File: config.mk
export PLATFORM = sky130hd
export DESIGN_NAME = wrlt_ctrl
export DESIGN_NICKNAME = d
export VERILOG_FILES = /design/src/rtl/wrlt_pkg.sv /design/src/rtl/wrlt_ctrl.sv
export SDC_FILE = /design/constraint.sdc
export NUM_CORES = 1
export LEC_CHECK = 0
export BUFFER_PORTS_ARGS = -buffer_cell sky130_fd_sc_hd__buf_2
export CAP_MARGIN = 10
export CORE_AREA = 10 10 47 49
export CTS_BUF_LIST = sky130_fd_sc_hd__clkbuf_2
export CTS_CLUSTER_DIAMETER = 40
export CTS_CLUSTER_SIZE = 8
export DETAILED_ROUTE_END_ITERATION = 16
export DIE_AREA = 0 0 57 59
export PLACE_DENSITY = 0.37
export SYNTH_ARGS = -nofsm -noshare
export SYNTH_HDL_FRONTEND = slang
export SYNTH_SLANG_ARGS = --single-unit
File: constraint.sdc
create_clock -name clk -period 1.45 [get_ports clk]
set_input_delay 0.29 -clock clk [delete_from_list [all_inputs] [get_ports clk]]
set_output_delay 0.29 -clock clk [all_outputs]
set_load 0.01 [all_outputs]
File: src/rtl/wrlt_pkg.sv
// Shared types and constants for the wakeup-to-run latency table.
// Used by the controller, the datapath and the top level.
`timescale 1ns / 1ps

package wrlt_pkg;

	localparam int TASK_W           = 22;
	localparam int TIME_W           = 64;
	localparam int CFG_W            = 32;
	localparam int TABLE_SLOTS_DFLT = 64;

	localparam logic [CFG_W-1:0] MIN_DELAY_RST = 32'd1000;

	localparam logic KIND_WAKEUP = 1'b0;
	localparam logic KIND_SWITCH = 1'b1;

	typedef struct packed {
		logic              valid;
		logic [TASK_W-1:0] task_id;
	} tag_t;

	typedef struct packed {
		logic clr_wr;
		logic load_item;
		logic scan;
		logic commit;
		logic calc;
		logic emit;
	} cmd_t;

	typedef struct packed {
		logic clr_last;
		logic scan_done;
		logic kind;
		logic hit;
		logic pass;
		logic out_free;
	} sts_t;

endpackage

File: src/rtl/wrlt_ctrl.sv
// Controller state machine for the wakeup-to-run latency table.
// Depends on wrlt_pkg for the command and status structs.
`timescale 1ns / 1ps

module wrlt_ctrl
	import wrlt_pkg::*;
(
	input  logic clk,
	input  logic arst_n,
	input  logic in_valid,
	output logic in_ready,
	input  sts_t sts,
	output cmd_t cmd
);

	localparam logic [2:0] ST_CLEAR  = 3'd0;
	localparam logic [2:0] ST_IDLE   = 3'd1;
	localparam logic [2:0] ST_SCAN   = 3'd2;
	localparam logic [2:0] ST_DECIDE = 3'd3;
	localparam logic [2:0] ST_CALC   = 3'd4;
	localparam logic [2:0] ST_EMIT   = 3'd5;

	logic [2:0] state_q;
	logic [2:0] state_d;

	assign in_ready = (state_q == ST_IDLE);

	always_comb begin
		state_d = state_q;
		cmd     = '0;
		unique case (state_q)
			ST_CLEAR: begin
				cmd.clr_wr = 1'b1;
				if (sts.clr_last) begin
					state_d = ST_IDLE;
				end
			end
			ST_IDLE: begin
				if (in_valid) begin
					cmd.load_item = 1'b1;
					state_d       = ST_SCAN;
				end
			end
			ST_SCAN: begin
				cmd.scan = 1'b1;
				if (sts.scan_done) begin
					state_d = ST_DECIDE;
				end
			end
			ST_DECIDE: begin
				cmd.commit = 1'b1;
				if (sts.kind == KIND_SWITCH && sts.hit) begin
					state_d = ST_CALC;
				end else begin
					state_d = ST_IDLE;
				end
			end
			ST_CALC: begin
				cmd.calc = 1'b1;
				state_d  = ST_EMIT;
			end
			ST_EMIT: begin
				if (!sts.pass) begin
					state_d = ST_IDLE;
				end else if (sts.out_free) begin
					cmd.emit = 1'b1;
					state_d  = ST_IDLE;
				end
			end
			default: begin
				state_d = ST_IDLE;
			end
		endcase
	end

	always_ff @(posedge clk or negedge arst_n) begin
		if (!arst_n) begin
			state_q <= ST_CLEAR;
		end else begin
			state_q <= state_d;
		end
	end

endmodule

==> impl_metrics.csv <==
group,metric,value,unit
critical_path,ff2ff_path_depth,3,
floorplanning,coreArea,1400,µm²
clocking,htreeDepth,1,
global_route,antenna_found_initial,0,
timing,fmax,721,MHz
timing,period_minus_slack,1390,ps
clocking,clkSlewWorstSetupHoldPaths,40,ps
routing,first_pass_iters,2,
worst_hold_path,holdPathStages,2,
logic_synthesis,async_reset_ff_share,100,%
floorplanning,start_util,14.5,%
pwr,power.density,1770,nW/µm²
critical_path,path_class,"reg2out",
outcome,status,"completed",
critical_path,cp-start-kind,"flip-flop",
critical_path,crit_path_end_kind,"output port",
timing,worst_pin_slew,210,ps
routing,num_vias,238,
flow_run,timing.max_cap.violations,0,
global_route,grt_pass1_wl,1020,µm
clocking,cts.sinks,3,
logic_synthesis,synth-main-ff-cell,"dfrtp_1",
routing,drc,0,
worst_hold_path,hp-start,"sts[2]",
timing,slew_headroom,85.9,%
worst_hold_path,hold_path.class,"in2reg",
clocking,cts-buffers-inserted,3,
critical_path,cp_data_required_time,1160,ps
logic_synthesis,ys_seq_elements,3,
clocking,post-cts-setup-buffer-count,0,
timing,fin_tns_setup,0,ps
critical_path,reg2reg_from,"state_q[1]",
routing,drt_iter0_drc,3,
critical_path,regToRegEndpoint,"state_q[0]",
clocking,cts_buffer_depth,2,
logic_synthesis,syn-num-nets,35,
logic_synthesis,syn-cell-area,203,µm²
critical_path,r2r_slack,360,ps
logic_synthesis,synthTopCellsByArea,"dfrtp_1, nor2_1, nand2b_1",
floorplanning,dieArea,3360,µm²
finish,diodes,0,
floorplanning,dieWidth,57,µm
placement,io_buffers,15,
logic_synthesis,synth_largest_area_cell,"dfrtp_1",
timing,setup_viol,0,
clocking,root_buffer,"clkbuf_2",
timing,fin_crit_sh,95.6,%
clocking,cts_tree,"done",
pwr,p_leak,0.168,nW
timing,rsz0062_at_grt,"false",
logic_synthesis,synth_cell_type_count,13,
finish,top_regs,"state_q: 3 flops",
finish,final_area,325,µm²
floorplanning,io_pins,16,
timing,whs,348,ps
logic_synthesis,yosys-top-cells-count,"nor2_1, dfrtp_1, nand2b_1, nand3_1",
pwr,ir_drop,0.498,mV
logic_synthesis,synth.yosys.seq_area_share,37.0,%
logic_synthesis,ys_warn_count,0,
global_route,grt_pass1_vias,236,
floorplanning,die_y,59,µm
critical_path,worstPathArrival,1100,ps
global_route,grt_max_degree,11,
finish,num-nets-final,55,
routing,wl_per_cell,10.6,µm
timing,hold_violations,0,
logic_synthesis,synth_edf_count,0,
timing,final_max_slew_viol_count,0,
logic_synthesis,netlist_instances,26,
logic_synthesis,synth_top_area_share,37.0,%
clocking,clock_latency,200,ps
critical_path,cp_max_fo,7,
timing,clock-skew-final,1.45,ps
routing,ant_nets,0,
finish,largest_reg_flops,3,
routing,wl,644,µm
finish,top_register,"state_q",
placement,gp_congestion,0.663,
placement,hpwl,547,µm
worst_hold_path,min_to,"state_q[2]",
global_route,grt_usage,3.85,%
finish,syn2layout_area_growth,60.5,%
logic_synthesis,syn_area_per_cell,7.80,µm²
routing,viasPerCell,3.90,
finish,layout-drive-gt1-share,51.1,%
floorplanning,fp-row-count,14,
global_route,grt_overflow,0,
logic_synthesis,yosysMostFrequentCell,"nor2_1",
placement,placed_cell_area,290,µm²
[area by class of cell]
cell class	count	area (µm²)
repair buffers	16	85.1
well taps	16	20.0
fillers	159	1080
multi-input cells	21	119
clock buffers	4	20.0
flip-flops and latches	3	77.6
inverters	1	3.75
[critical path, stage by stage, from the launching register on]
cell	delay (ps)
dfrtp_2	410
inv_1	100
nor3_1	220
buf_2	170
[how the worst max path moves through the flow]
stage / from / cells after the start / end / slack [ps]
floorplan: state_q[0] / 2 / cmd[3] / 360
global placement: state_q[0] / 3 / cmd[2] / 200
detailed placement: state_q[0] / 3 / cmd[2] / 240
CTS: state_q[1] / 3 / cmd[3] / 20
global route: state_q[1] / 3 / cmd[0] / 2
finish: state_q[1] / 3 / cmd[3] / 60
[stage by stage]
step                      std cells  setup slack, ps  util (%)  total power [mW]
after CTS                        61             16.0      22.9             0.584
after global routing             61             1.96      23.2             0.630
after floorplan                  26              356         -             0.359
final                            61             63.9      23.2             0.575
after detailed placement         56              237      20.7             0.456
after global placement           56              198      20.7             0.463
[cells by family after synthesis]
| family | after synthesis | synth area share (%) |
|---|---|---|
| AND/OR/NAND/NOR | 16 | 38.3 |
| AO/OA/AOI/OAI | 4 | 14.2 |
| flip-flops | 3 | 37.0 |
| buffers and inverters | 2 | 5.56 |
| multiplexers | 1 | 4.94 |
[cells in the final DEF, fill, tap and decap left out, drive strengths merged]
master | Yosys | layout
nor3 | 2 | 2
clkbuf | 0 | 4
buf | 1 | 15
nand3 | 3 | 3
inv | 1 | 1
a21oi | 2 | 2
or2b | 1 | 1
a311o | 1 | 1
dlygate4sd3 | 0 | 1
nand2 | 1 | 1
nand2b | 3 | 3
a31o | 1 | 1
dfrtp | 3 | 3
mux2i | 1 | 1
nor2 | 6 | 6
[report_power, final]
| group | internal [mW] | leakage, nW | switching (mW) | total, mW |
|---|---|---|---|---|
| clock | 0.0727 | 0.0166 | 0.0406 | 0.113 |
| combinational | 0.132 | 0.116 | 0.142 | 0.274 |
| sequential | 0.122 | 0.0358 | 0.0650 | 0.187 |
| total | 0.327 | 0.168 | 0.247 | 0.575 |
[timing repair]
action,4_1_cts,5_1_grt
hold endpoints to repair,3,0
resized for setup,1,2
gates cloned,0,0
pin swaps,0,0
endpoints found under the setup margin,1,4
hold buffers,1,0
[per-layer routing]
metal  GRT usage (%)  share of wire (%)
met5               0                  0
met4            3.02               0.93
met1            4.28                 48
met3            3.00                 12
met2            4.65                 39
Power figures use the tool's default switching activity.
